--- src/kssd_pkg.sv ---
// ----------------------------------------------------------------------------
// kssd_pkg
// Shared widths, reset values and stage types for the keyword score
// smoothing detector.
// ----------------------------------------------------------------------------
package kssd_pkg;

	localparam int NUM_CLASSES_DEF  = 12;
	localparam int WINDOW_DEPTH_DEF = 3;
	localparam int MISS_FACTOR_DEF  = 2;

	localparam int SCORE_W = 8;   // class score
	localparam int RUN_W   = 9;   // running score and threshold
	localparam int CLS_W   = 6;   // class index
	localparam int SLOT_W  = 3;   // window slot, up to eight slots
	localparam int SUM_W   = 11;  // window sum over up to eight slots
	localparam int TOT_W   = 12;  // running score plus window sum
	localparam int MISS_W  = 8;

	// reciprocal multiply for division by the window depth
	localparam int DIV_SHIFT = 15;
	localparam int DIV_MUL_W = 16;

	localparam logic signed [RUN_W-1:0] THRESHOLD_RESET = 9'sd90;
	localparam logic signed [RUN_W-1:0] RUN_MAX         = 9'sh0FF;
	localparam logic signed [RUN_W-1:0] RUN_MIN         = 9'sh100;
	localparam logic [MISS_W-1:0]       MISS_MAX        = 8'hFF;

	typedef struct packed {
		logic [CLS_W-1:0]          cls;
		logic [SLOT_W-1:0]         slot;
		logic signed [SCORE_W-1:0] score;
		logic                      last;
	} item_t;

	typedef struct packed {
		logic load;   // item taken into stage 1
		logic fire;   // stage 1 item moves to the result register
	} pipe_ctl_t;

	typedef struct packed {
		logic             wake_new;
		logic [CLS_W-1:0] cls;
	} wake_res_t;

endpackage

--- src/kssd_if.sv ---
// ----------------------------------------------------------------------------
// kssd_if
// Valid/ready channels of the detector: scores in, results out, and the
// threshold write port.
// ----------------------------------------------------------------------------
interface kssd_score_if;
	logic                                  valid;
	logic                                  ready;
	logic signed [kssd_pkg::SCORE_W-1:0]   class_score;

	modport source (output valid, output class_score, input ready);
	modport sink   (input valid, input class_score, output ready);
endinterface

interface kssd_result_if;
	logic                                  valid;
	logic                                  ready;
	logic signed [kssd_pkg::RUN_W-1:0]     smoothed_value;
	logic                                  wake_event;
	logic [kssd_pkg::CLS_W-1:0]            wake_class;
	logic                                  frame_last;

	modport source (output valid, output smoothed_value, output wake_event,
		output wake_class, output frame_last, input ready);
	modport sink   (input valid, input smoothed_value, input wake_event,
		input wake_class, input frame_last, output ready);
endinterface

interface kssd_cfg_if;
	logic                                  valid;
	logic                                  ready;
	logic signed [kssd_pkg::RUN_W-1:0]     wake_threshold;

	modport source (output valid, output wake_threshold, input ready);
	modport sink   (input valid, input wake_threshold, output ready);
endinterface

--- src/kssd_window.sv ---
// ----------------------------------------------------------------------------
// kssd_window
// Score window: one memory per slot, read for the incoming class, written
// when the item leaves stage 1; gives the window sum of the stage 1 class.
// ----------------------------------------------------------------------------
module kssd_window #(
	parameter int NUM_CLASSES  = kssd_pkg::NUM_CLASSES_DEF,
	parameter int WINDOW_DEPTH = kssd_pkg::WINDOW_DEPTH_DEF
) (
	input  logic                               clk,
	input  logic                               arst_n,
	input  kssd_pkg::pipe_ctl_t                ctl,
	input  kssd_pkg::item_t                    item_in,
	input  kssd_pkg::item_t                    item_s1,
	output logic signed [kssd_pkg::SUM_W-1:0]  window_sum
);

	localparam int CIDX_W = $clog2(NUM_CLASSES);

	// a slot counts as written once a full frame has gone into it
	logic [WINDOW_DEPTH-1:0]               lane_valid_q;
	logic signed [kssd_pkg::SCORE_W-1:0]   lane_val [WINDOW_DEPTH];

	always_ff @(posedge clk or negedge arst_n) begin
		if (!arst_n) begin
			lane_valid_q <= '0;
		end else if (ctl.load && item_in.last) begin
			for (int d = 0; d < WINDOW_DEPTH; d++) begin
				if (item_in.slot == kssd_pkg::SLOT_W'(d))
					lane_valid_q[d] <= 1'b1;
			end
		end
	end

	for (genvar d = 0; d < WINDOW_DEPTH; d++) begin : g_lane
		logic signed [kssd_pkg::SCORE_W-1:0] mem [NUM_CLASSES];
		logic signed [kssd_pkg::SCORE_W-1:0] rd_s1;
		logic                                vld_s1;

		always_ff @(posedge clk) begin
			if (ctl.load) begin
				rd_s1  <= mem[item_in.cls[CIDX_W-1:0]];
				vld_s1 <= lane_valid_q[d];
			end
			if (ctl.fire && item_s1.slot == kssd_pkg::SLOT_W'(d))
				mem[item_s1.cls[CIDX_W-1:0]] <= item_s1.score;
		end

		// current slot takes the new score directly
		assign lane_val[d] = (item_s1.slot == kssd_pkg::SLOT_W'(d)) ? item_s1.score :
			(vld_s1 ? rd_s1 : '0);
	end

	always_comb begin
		window_sum = '0;
		for (int d = 0; d < WINDOW_DEPTH; d++)
			window_sum = window_sum + kssd_pkg::SUM_W'(lane_val[d]);
	end

endmodule

--- src/kssd_smooth.sv ---
// ----------------------------------------------------------------------------
// kssd_smooth
// Running score store and update: (old + window sum) / depth, truncated
// toward zero, saturated to the 9-bit range.
// ----------------------------------------------------------------------------
module kssd_smooth #(
	parameter int NUM_CLASSES  = kssd_pkg::NUM_CLASSES_DEF,
	parameter int WINDOW_DEPTH = kssd_pkg::WINDOW_DEPTH_DEF
) (
	input  logic                               clk,
	input  logic                               arst_n,
	input  kssd_pkg::pipe_ctl_t                ctl,
	input  kssd_pkg::item_t                    item_in,
	input  kssd_pkg::item_t                    item_s1,
	input  logic signed [kssd_pkg::SUM_W-1:0]  window_sum,
	output logic signed [kssd_pkg::RUN_W-1:0]  smoothed
);

	localparam int CIDX_W  = $clog2(NUM_CLASSES);
	localparam int DIV_MUL = (2 ** kssd_pkg::DIV_SHIFT + WINDOW_DEPTH - 1) / WINDOW_DEPTH;
	localparam logic [kssd_pkg::DIV_MUL_W-1:0] DIV_MUL_V = kssd_pkg::DIV_MUL_W'(DIV_MUL);
	localparam int PROD_W  = kssd_pkg::TOT_W - 1 + kssd_pkg::DIV_MUL_W;

	logic signed [kssd_pkg::RUN_W-1:0]  run_mem [NUM_CLASSES];
	logic [NUM_CLASSES-1:0]             run_valid_q;
	logic signed [kssd_pkg::RUN_W-1:0]  run_rd_s1;
	logic                               run_vld_s1;

	logic signed [kssd_pkg::RUN_W-1:0]  old_run;
	logic signed [kssd_pkg::TOT_W-1:0]  total;
	logic                               neg;
	logic [kssd_pkg::TOT_W-1:0]         mag;
	logic [PROD_W-1:0]                  prod;
	logic [kssd_pkg::TOT_W-1:0]         quo;
	logic signed [kssd_pkg::TOT_W-1:0]  quo_s;

	always_ff @(posedge clk) begin
		if (ctl.load) begin
			run_rd_s1  <= run_mem[item_in.cls[CIDX_W-1:0]];
			run_vld_s1 <= run_valid_q[item_in.cls[CIDX_W-1:0]];
		end
		if (ctl.fire)
			run_mem[item_s1.cls[CIDX_W-1:0]] <= smoothed;
	end

	always_ff @(posedge clk or negedge arst_n) begin
		if (!arst_n) begin
			run_valid_q <= '0;
		end else if (ctl.fire) begin
			run_valid_q[item_s1.cls[CIDX_W-1:0]] <= 1'b1;
		end
	end

	assign old_run = run_vld_s1 ? run_rd_s1 : '0;
	assign total   = kssd_pkg::TOT_W'(old_run) + kssd_pkg::TOT_W'(window_sum);
	assign neg     = total[kssd_pkg::TOT_W-1];
	assign mag     = neg ? kssd_pkg::TOT_W'(-total) : kssd_pkg::TOT_W'(total);

	// magnitude stays below 2^11, so the rounded-up reciprocal is exact
	assign prod  = mag[kssd_pkg::TOT_W-2:0] * DIV_MUL_V;
	assign quo   = prod[kssd_pkg::DIV_SHIFT +: kssd_pkg::TOT_W];
	assign quo_s = neg ? -$signed(quo) : $signed(quo);

	always_comb begin
		priority if (quo_s > kssd_pkg::TOT_W'(kssd_pkg::RUN_MAX))
			smoothed = kssd_pkg::RUN_MAX;
		else if (quo_s < kssd_pkg::TOT_W'(kssd_pkg::RUN_MIN))
			smoothed = kssd_pkg::RUN_MIN;
		else
			smoothed = quo_s[kssd_pkg::RUN_W-1:0];
	end

endmodule

--- src/kssd_wake.sv ---
// ----------------------------------------------------------------------------
// kssd_wake
// Hit and miss tracking: shared saturating miss counter and the wake latch.
// ----------------------------------------------------------------------------
module kssd_wake #(
	parameter int NUM_CLASSES = kssd_pkg::NUM_CLASSES_DEF,
	parameter int MISS_FACTOR = kssd_pkg::MISS_FACTOR_DEF
) (
	input  logic                               clk,
	input  logic                               arst_n,
	input  kssd_pkg::pipe_ctl_t                ctl,
	input  kssd_pkg::item_t                    item_s1,
	input  logic signed [kssd_pkg::RUN_W-1:0]  smoothed,
	input  logic signed [kssd_pkg::RUN_W-1:0]  threshold,
	output kssd_pkg::wake_res_t                wake
);

	localparam logic [kssd_pkg::MISS_W-1:0] MISS_LIMIT =
		kssd_pkg::MISS_W'(MISS_FACTOR * NUM_CLASSES);

	logic [kssd_pkg::MISS_W-1:0] miss_q;
	logic                        latched_q;
	logic                        scored;
	logic                        hit;
	logic                        miss;
	logic [kssd_pkg::MISS_W-1:0] miss_inc;

	// class zero is reported but never scored
	assign scored   = item_s1.cls != '0;
	assign hit      = scored && (smoothed > threshold);
	assign miss     = scored && !hit;
	assign miss_inc = (miss_q == kssd_pkg::MISS_MAX) ? miss_q : miss_q + 1'b1;

	assign wake.wake_new = hit && !latched_q;
	assign wake.cls      = (hit && !latched_q) ? item_s1.cls : '0;

	always_ff @(posedge clk or negedge arst_n) begin
		if (!arst_n) begin
			miss_q    <= '0;
			latched_q <= 1'b0;
		end else if (ctl.fire) begin
			if (hit) begin
				miss_q    <= '0;
				latched_q <= 1'b1;
			end else if (miss) begin
				miss_q <= miss_inc;
				if (miss_inc > MISS_LIMIT)
					latched_q <= 1'b0;
			end
		end
	end

endmodule

--- src/keyword_score_smoothing_detector.sv ---
// ----------------------------------------------------------------------------
// keyword_score_smoothing_detector
// Smooths per-class scores over a window of frames and raises a wake event
// when a class other than zero crosses the threshold while no wake is latched.
// ----------------------------------------------------------------------------
// A taken item is held in stage 1 and fires into the output register. Throughput:
// one item per cycle unless the result side stalls; the window and running-score
// memories are read when the item is taken and written as it leaves stage 1.
// Reset: clears counters, latch and valid bits (window and running scores read
// as zero until written), threshold back to 90; usable the cycle after reset.
module keyword_score_smoothing_detector #(
	parameter int NUM_CLASSES  = kssd_pkg::NUM_CLASSES_DEF,
	parameter int WINDOW_DEPTH = kssd_pkg::WINDOW_DEPTH_DEF,
	parameter int MISS_FACTOR  = kssd_pkg::MISS_FACTOR_DEF
) (
	input  logic            clk,
	input  logic            arst_n,
	kssd_cfg_if.sink        cfg,
	kssd_score_if.sink      score,
	kssd_result_if.source   result
);

	localparam logic [kssd_pkg::CLS_W-1:0]  LAST_CLS   = kssd_pkg::CLS_W'(NUM_CLASSES - 1);
	localparam logic [kssd_pkg::SLOT_W-1:0] LAST_SLOT  = kssd_pkg::SLOT_W'(WINDOW_DEPTH - 1);
	localparam logic [kssd_pkg::SLOT_W-1:0] SLOT_RESET = kssd_pkg::SLOT_W'(1 % WINDOW_DEPTH);

	logic signed [kssd_pkg::RUN_W-1:0]  thr_q;
	logic [kssd_pkg::CLS_W-1:0]         class_pos_q;
	logic [kssd_pkg::SLOT_W-1:0]        slot_q;
	logic                               s1_vld_q;
	kssd_pkg::item_t                    item_s1;
	kssd_pkg::item_t                    item_in;
	kssd_pkg::pipe_ctl_t                ctl;
	logic                               out_vld_q;
	logic signed [kssd_pkg::RUN_W-1:0]  smoothed_q;
	logic                               wake_event_q;
	logic [kssd_pkg::CLS_W-1:0]         wake_class_q;
	logic                               frame_last_q;

	logic signed [kssd_pkg::SUM_W-1:0]  window_sum;
	logic signed [kssd_pkg::RUN_W-1:0]  smoothed;
	kssd_pkg::wake_res_t                wake;

	assign cfg.ready = 1'b1;

	assign ctl.fire   = s1_vld_q && (!out_vld_q || result.ready);
	assign score.ready = !s1_vld_q || ctl.fire;
	assign ctl.load   = score.valid && score.ready;

	assign item_in.cls   = class_pos_q;
	assign item_in.slot  = slot_q;
	assign item_in.score = score.class_score;
	assign item_in.last  = class_pos_q == LAST_CLS;

	always_ff @(posedge clk or negedge arst_n) begin
		if (!arst_n) begin
			thr_q <= kssd_pkg::THRESHOLD_RESET;
		end else if (cfg.valid && cfg.ready) begin
			thr_q <= cfg.wake_threshold;
		end
	end

	always_ff @(posedge clk or negedge arst_n) begin
		if (!arst_n) begin
			class_pos_q <= '0;
			slot_q      <= SLOT_RESET;
			s1_vld_q    <= 1'b0;
			out_vld_q   <= 1'b0;
		end else begin
			if (ctl.load) begin
				if (item_in.last) begin
					class_pos_q <= '0;
					slot_q      <= (slot_q == LAST_SLOT) ? '0 : slot_q + 1'b1;
				end else begin
					class_pos_q <= class_pos_q + 1'b1;
				end
			end
			if (ctl.load)
				s1_vld_q <= 1'b1;
			else if (ctl.fire)
				s1_vld_q <= 1'b0;
			if (ctl.fire)
				out_vld_q <= 1'b1;
			else if (result.ready)
				out_vld_q <= 1'b0;
		end
	end

	always_ff @(posedge clk) begin
		if (ctl.load)
			item_s1 <= item_in;
		if (ctl.fire) begin
			smoothed_q   <= smoothed;
			wake_event_q <= wake.wake_new;
			wake_class_q <= wake.cls;
			frame_last_q <= item_s1.last;
		end
	end

	kssd_window #(
		.NUM_CLASSES  (NUM_CLASSES),
		.WINDOW_DEPTH (WINDOW_DEPTH)
	) u_window (
		.clk        (clk),
		.arst_n     (arst_n),
		.ctl        (ctl),
		.item_in    (item_in),
		.item_s1    (item_s1),
		.window_sum (window_sum)
	);

	kssd_smooth #(
		.NUM_CLASSES  (NUM_CLASSES),
		.WINDOW_DEPTH (WINDOW_DEPTH)
	) u_smooth (
		.clk        (clk),
		.arst_n     (arst_n),
		.ctl        (ctl),
		.item_in    (item_in),
		.item_s1    (item_s1),
		.window_sum (window_sum),
		.smoothed   (smoothed)
	);

	kssd_wake #(
		.NUM_CLASSES (NUM_CLASSES),
		.MISS_FACTOR (MISS_FACTOR)
	) u_wake (
		.clk       (clk),
		.arst_n    (arst_n),
		.ctl       (ctl),
		.item_s1   (item_s1),
		.smoothed  (smoothed),
		.threshold (thr_q),
		.wake      (wake)
	);

	assign result.valid          = out_vld_q;
	assign result.smoothed_value = smoothed_q;
	assign result.wake_event     = wake_event_q;
	assign result.wake_class     = wake_class_q;
	assign result.frame_last     = frame_last_q;

	// class zero never wakes
	a_wake_class_nonzero: assert property (@(posedge clk) disable iff (!arst_n)
		result.valid && result.wake_event |-> result.wake_class != '0)
		else $error("wake event reported for class zero");

	a_class_wrap: assert property (@(posedge clk) disable iff (!arst_n)
		ctl.load && item_in.last |=> class_pos_q == '0)
		else $error("class position did not wrap after last class");

	a_s1_hold: assert property (@(posedge clk) disable iff (!arst_n)
		s1_vld_q && !ctl.fire |=> s1_vld_q && $stable(item_s1))
		else $error("stage 1 item lost while output stalled");

endmodule
--- src/flat_wrapper.sv ---
// flat-port wrapper written by rule: the top's interface ports become plain ports
module keyword_score_smoothing_detector_flat 
#(
	parameter int NUM_CLASSES  = kssd_pkg::NUM_CLASSES_DEF,
	parameter int WINDOW_DEPTH = kssd_pkg::WINDOW_DEPTH_DEF,
	parameter int MISS_FACTOR  = kssd_pkg::MISS_FACTOR_DEF
)
  (clk, arst_n, cfg_valid, cfg_wake_threshold, cfg_ready, score_valid, score_class_score, score_ready, result_valid, result_smoothed_value, result_wake_event, result_wake_class, result_frame_last, result_ready);
  kssd_cfg_if cfg_i ();
  kssd_score_if score_i ();
  kssd_result_if result_i ();
  input  logic clk;
  input  logic arst_n;
  input wire logic [$bits(cfg_i.valid)-1:0] cfg_valid;
  input wire logic [$bits(cfg_i.wake_threshold)-1:0] cfg_wake_threshold;
  output wire logic [$bits(cfg_i.ready)-1:0] cfg_ready;
  input wire logic [$bits(score_i.valid)-1:0] score_valid;
  input wire logic [$bits(score_i.class_score)-1:0] score_class_score;
  output wire logic [$bits(score_i.ready)-1:0] score_ready;
  output wire logic [$bits(result_i.valid)-1:0] result_valid;
  output wire logic [$bits(result_i.smoothed_value)-1:0] result_smoothed_value;
  output wire logic [$bits(result_i.wake_event)-1:0] result_wake_event;
  output wire logic [$bits(result_i.wake_class)-1:0] result_wake_class;
  output wire logic [$bits(result_i.frame_last)-1:0] result_frame_last;
  input wire logic [$bits(result_i.ready)-1:0] result_ready;
  assign cfg_i.valid = cfg_valid;
  assign cfg_i.wake_threshold = cfg_wake_threshold;
  assign cfg_ready = cfg_i.ready;
  assign score_i.valid = score_valid;
  assign score_i.class_score = score_class_score;
  assign score_ready = score_i.ready;
  assign result_valid = result_i.valid;
  assign result_smoothed_value = result_i.smoothed_value;
  assign result_wake_event = result_i.wake_event;
  assign result_wake_class = result_i.wake_class;
  assign result_frame_last = result_i.frame_last;
  assign result_i.ready = result_ready;
  keyword_score_smoothing_detector #(.NUM_CLASSES(NUM_CLASSES), .WINDOW_DEPTH(WINDOW_DEPTH), .MISS_FACTOR(MISS_FACTOR)) u_core (.clk(clk), .arst_n(arst_n), .cfg(cfg_i), .score(score_i), .result(result_i));
endmodule
--- config.mk ---
export PLATFORM = sky130hd
export DESIGN_NAME = keyword_score_smoothing_detector_flat
export DESIGN_NICKNAME = d
export VERILOG_FILES = /design/src/kssd_pkg.sv /design/src/kssd_if.sv /design/src/kssd_window.sv /design/src/kssd_smooth.sv /design/src/kssd_wake.sv /design/src/keyword_score_smoothing_detector.sv /design/src/flat_wrapper.sv
export SDC_FILE = /design/constraint.sdc
export NUM_CORES = 1
export LEC_CHECK = 0
export BUFFER_PORTS_ARGS = -buffer_cell sky130_fd_sc_hd__buf_2
export CAP_MARGIN = 20
export CORE_ASPECT_RATIO = 1.25
export CORE_MARGIN = 4
export CORE_UTILIZATION = 25
export DETAILED_ROUTE_END_ITERATION = 16
export PLACE_DENSITY = 0.5
export SYNTH_ARGS = -nofsm -noshare
export SYNTH_HDL_FRONTEND = slang
export SYNTH_SLANG_ARGS = --single-unit
export TNS_END_PERCENT = 5
--- constraint.sdc ---
create_clock -name clk -period 16.85 [get_ports clk]
set_clock_uncertainty 0.15 [all_clocks]
set_input_delay 1.685 -clock clk [delete_from_list [all_inputs] [get_ports clk]]
set_output_delay 1.685 -clock clk [all_outputs]
set_load 0.02 [all_outputs]
==> results.rst <==
.. list-table::
   :header-rows: 1

   * - Metric
     - Value
   * - Outcome
     - finished clean
   * - Post-Syn Area per Cell
     - 15.4 µm²
   * - Layout Area Growth over Synthesis
     - 13.8%
   * - Post-Synthesis Cells
     - 1561
   * - Sequential share of the synthesized area
     - 0.630
   * - Wire length of the first global-routing pass
     - 83400 µm
   * - Post-DRT Antenna Nets
     - 0
   * - Clock tree buffer depth
     - 3
   * - Data arrival time of the worst path
     - 13.96 ns
   * - Quantity of hold-fixing buffers added after cts
     - 0
   * - Post-CTS clock slew at the launch and capture registers of the worst setup and hold paths
     - 0.06 ns
   * - Synthesized cell area
     - 0.0241 mm²
   * - Top flip-flop cell by instance count after synthesis
     - edfxtp_1
   * - Cell Count Post-Placement
     - 2855
   * - Most common library cell in the layout ignoring fill and taps
     - edfxtp_1
   * - Final Max Slew Viols
     - 0
   * - Pin count of the biggest net entering global routing
     - 75
   * - Largest incremental delay on the critical path
     - 0.77 ns
   * - Setup TNS after final layout
     - 0 ns
   * - Number of optimization iterations in the first detailed-route pass
     - 5
   * - Dominant cell type by area after synthesis
     - edfxtp_1
   * - Core Rows
     - 127
   * - Count of inserted antenna diode cells
     - 0
   * - Congestion Overflow GR
     - 0
   * - Remaining DRCs
     - 0
   * - Synth cell types
     - 66
   * - Number of global-route vias before repair
     - 13600
   * - Placer Congestion
     - 0.800
   * - Post-CTS Repair Setup Buffers
     - 0
   * - Sum of routed wire length over all layers
     - 54000 µm
   * - Critical-path top delay cell
     - a211oi_4
   * - Slew at the pin with the worst max-slew slack
     - 1.06 ns
   * - Avg WL per Cell
     - 18.4 µm
   * - Die ar.
     - 0.101 mm²
   * - Maximum clock rate
     - 72.6 MHz
   * - Largest driver fanout on the critical path
     - 21
   * - Cts bufs inserted
     - 49
   * - Number of warnings issued by yosys
     - 0
   * - Endpoints failing hold
     - 0
   * - Vias per cell
     - 4.42
   * - CTS H-tree lvls
     - 2
   * - Half-perimeter wire length after detailed placement
     - 36500 µm
   * - Top cells by area, synth
     - edfxtp_1, mux4_2, ha_1, fa_1, dfrtp_1
   * - Net count, final
     - 1790
   * - Post-synthesis async set-or-reset flop share
     - 0.0859
   * - CTS tree
     - built
   * - Setup repair after global routing missed its margin
     - false
   * - Crit path top cell by count
     - fa_1
   * - Post-place instance area
     - 0.0258 mm²
   * - Floorplan die width
     - 286 µm
   * - Crit Path Class
     - reg2reg
   * - Top-area cell type share of the netlist area
     - 0.584
   * - Required time reported for the critical path endpoint
     - 17.03 ns
   * - Max-slew headroom at the worst pin
     - 0.292
   * - Final worst path period share
     - 0.818
   * - Clock root buffer
     - clkbuf_16
   * - Total of buffers placed on input and output ports
     - 40
   * - TritonCTS sink count
     - 512
   * - Nature of the critical path endpoint
     - flop
   * - Count of pins on the block boundary
     - 42
   * - Most frequent cells in the layout
     - edfxtp_1, nand2_1, inv_1
   * - Proportion of layout cells with a drive suffix above 1
     - 0.158
   * - Die height
     - 355 µm
   * - Core footprint
     - 0.0957 mm²
   * - Class of the most critical hold timing path
     - reg2reg
   * - Number of instances resized during post-cts repair
     - 0
   * - Final Non-Filler Cells
     - 2945
   * - Number of antenna violations at the first check in global routing
     - 0
   * - Post-layout minimum cycle time
     - 13.78 ns
   * - Post-synth EDFFs
     - 468
   * - Initial Util
     - 0.252
   * - MaxCap Viol Count
     - 0
   * - Gr usage total
     - 0.105
   * - Vias after detailed routing
     - 13000
   * - Later-pin clock latency in the skew report
     - 0.58 ns
   * - Initial drt markers
     - 803
   * - Post-synthesis register bit count
     - 512
   * - Fin area
     - 0.0274 mm²
   * - CP startpoint kind
     - flop
   * - Final count of negative-setup-slack endpoints
     - 0
flip-flops by register name (all words and copies together) (netlist names), 3 cells and up:
signal                         flops
u_core.class_pos_q                 6
u_core.u_window.g_lane.vld_s1      3
u_core.slot_q                      3
u_core.u_smooth.run_mem          108
u_core.u_window.g_lane.mem       288
u_core.result.wake_class           6
u_core.thr_q                       9
u_core.result.smoothed_value       9
u_core.u_window.lane_valid_q       3
u_core.u_smooth.run_valid_q       12
u_core.item_s1                    18
u_core.u_window.g_lane.rd_s1      24
u_core.u_wake.miss_q               8
u_core.u_smooth.run_rd_s1          9
layout make-up:
type,instances,area (µm²)
Clock inverter,16,150
Fill cell,9663,68300
Timing Repair Buffer,67,417
Tap cell,1290,1610
Inverter,110,413
Sequential cell,512,15200
Multi-Input combinational cell,880,8270
Clock buffer,70,1360
kinds of logic after synthesis:
logic type	after synthesis	share of synthesized area
AND/OR/NAND/NOR	352	0.0700
AO/OA/AOI/OAI	200	0.0528
flip-flops	512	0.630
other	2	0.000312
multiplexers	146	0.114
buffers and inverters	171	0.0271
adder cells (fa/ha/maj)	148	0.0944
XOR/XNOR	30	0.0112
final timing paths:
path	start	to	slack (ns)	cells past startpoint
max	u_core.item_s1[9]$_DFFE_PP_	u_core.result.wake_class[4]$_SDFFCE_PN0P_	3.07	46
min	u_core.item_s1[0]$_DFFE_PP_	u_core.result.frame_last$_DFFE_PP_	0.29	0
max reg2reg	u_core.item_s1[9]$_DFFE_PP_	u_core.result.wake_class[4]$_SDFFCE_PN0P_	3.07	46
min reg2reg	u_core.item_s1[0]$_DFFE_PP_	u_core.result.frame_last$_DFFE_PP_	0.29	0
max in group asynchronous	arst_n	u_core.slot_q[0]$_DFFE_PN1P_	15.01	2
min in group asynchronous	arst_n	u_core.result.valid$_DFFE_PN0P_	0.93	1
synth_stat cells, types with 5 or more instances:
cell type,instances
and2_1,20
nor2b_1,10
xnor2_1,19
o21ai_0,74
ha_1,92
a21o_1,19
xor2_1,10
edfxtp_1,468
inv_1,109
o21bai_1,5
mux2i_1,39
buf_1,26
fa_1,56
nor2_1,70
nor3_1,16
o21a_1,10
and3_1,9
dfrtp_1,39
dfstp_2,5
mux4_2,102
o31ai_1,7
nand3_1,30
a31oi_1,11
a211oi_1,5
nand2_1,132
nand2b_1,22
clkbuf_1,33
nand4_1,14
a21oi_1,38
critical path, delay by kind of cell (launching register included):
| family | cells | cell delay [ns] |
|---|---|---|
| xor+xnor | 1 | 0.36 |
| simple gates | 12 | 2.84 |
| flops | 1 | 0.42 |
| mux | 2 | 0.44 |
| compound gates | 16 | 4.25 |
| fa+ha+maj | 10 | 4.55 |
| buf+inv | 5 | 0.49 |
per-stage QoR:
step	hold slack [ns]	setup WS [ns]	utilization
CTS	0.297	3.04	0.286
global placement	0.285	3.38	0.270
floorplan	0.250	4.18	-
finish	0.292	3.07	0.286
global route	0.309	2.01	0.286
detailed placement	0.282	3.11	0.270
metal layers:
metal / wire length [µm] / vias up / global-route usage / share of wire
li1: - / 5997 / - / -
met1: 23000 / 6739 / 0.133 / 0.43
met2: 28400 / 205 / 0.191 / 0.53
met3: 1420 / 68 / 0.00993 / 0.026
met4: 1210 / 0 / 0.0313 / 0.022
met5: 0 / - / 0 / 0
Power is not shown: default switching activity piles up to over one toggle a cycle in this logic, so the estimate is an artifact.
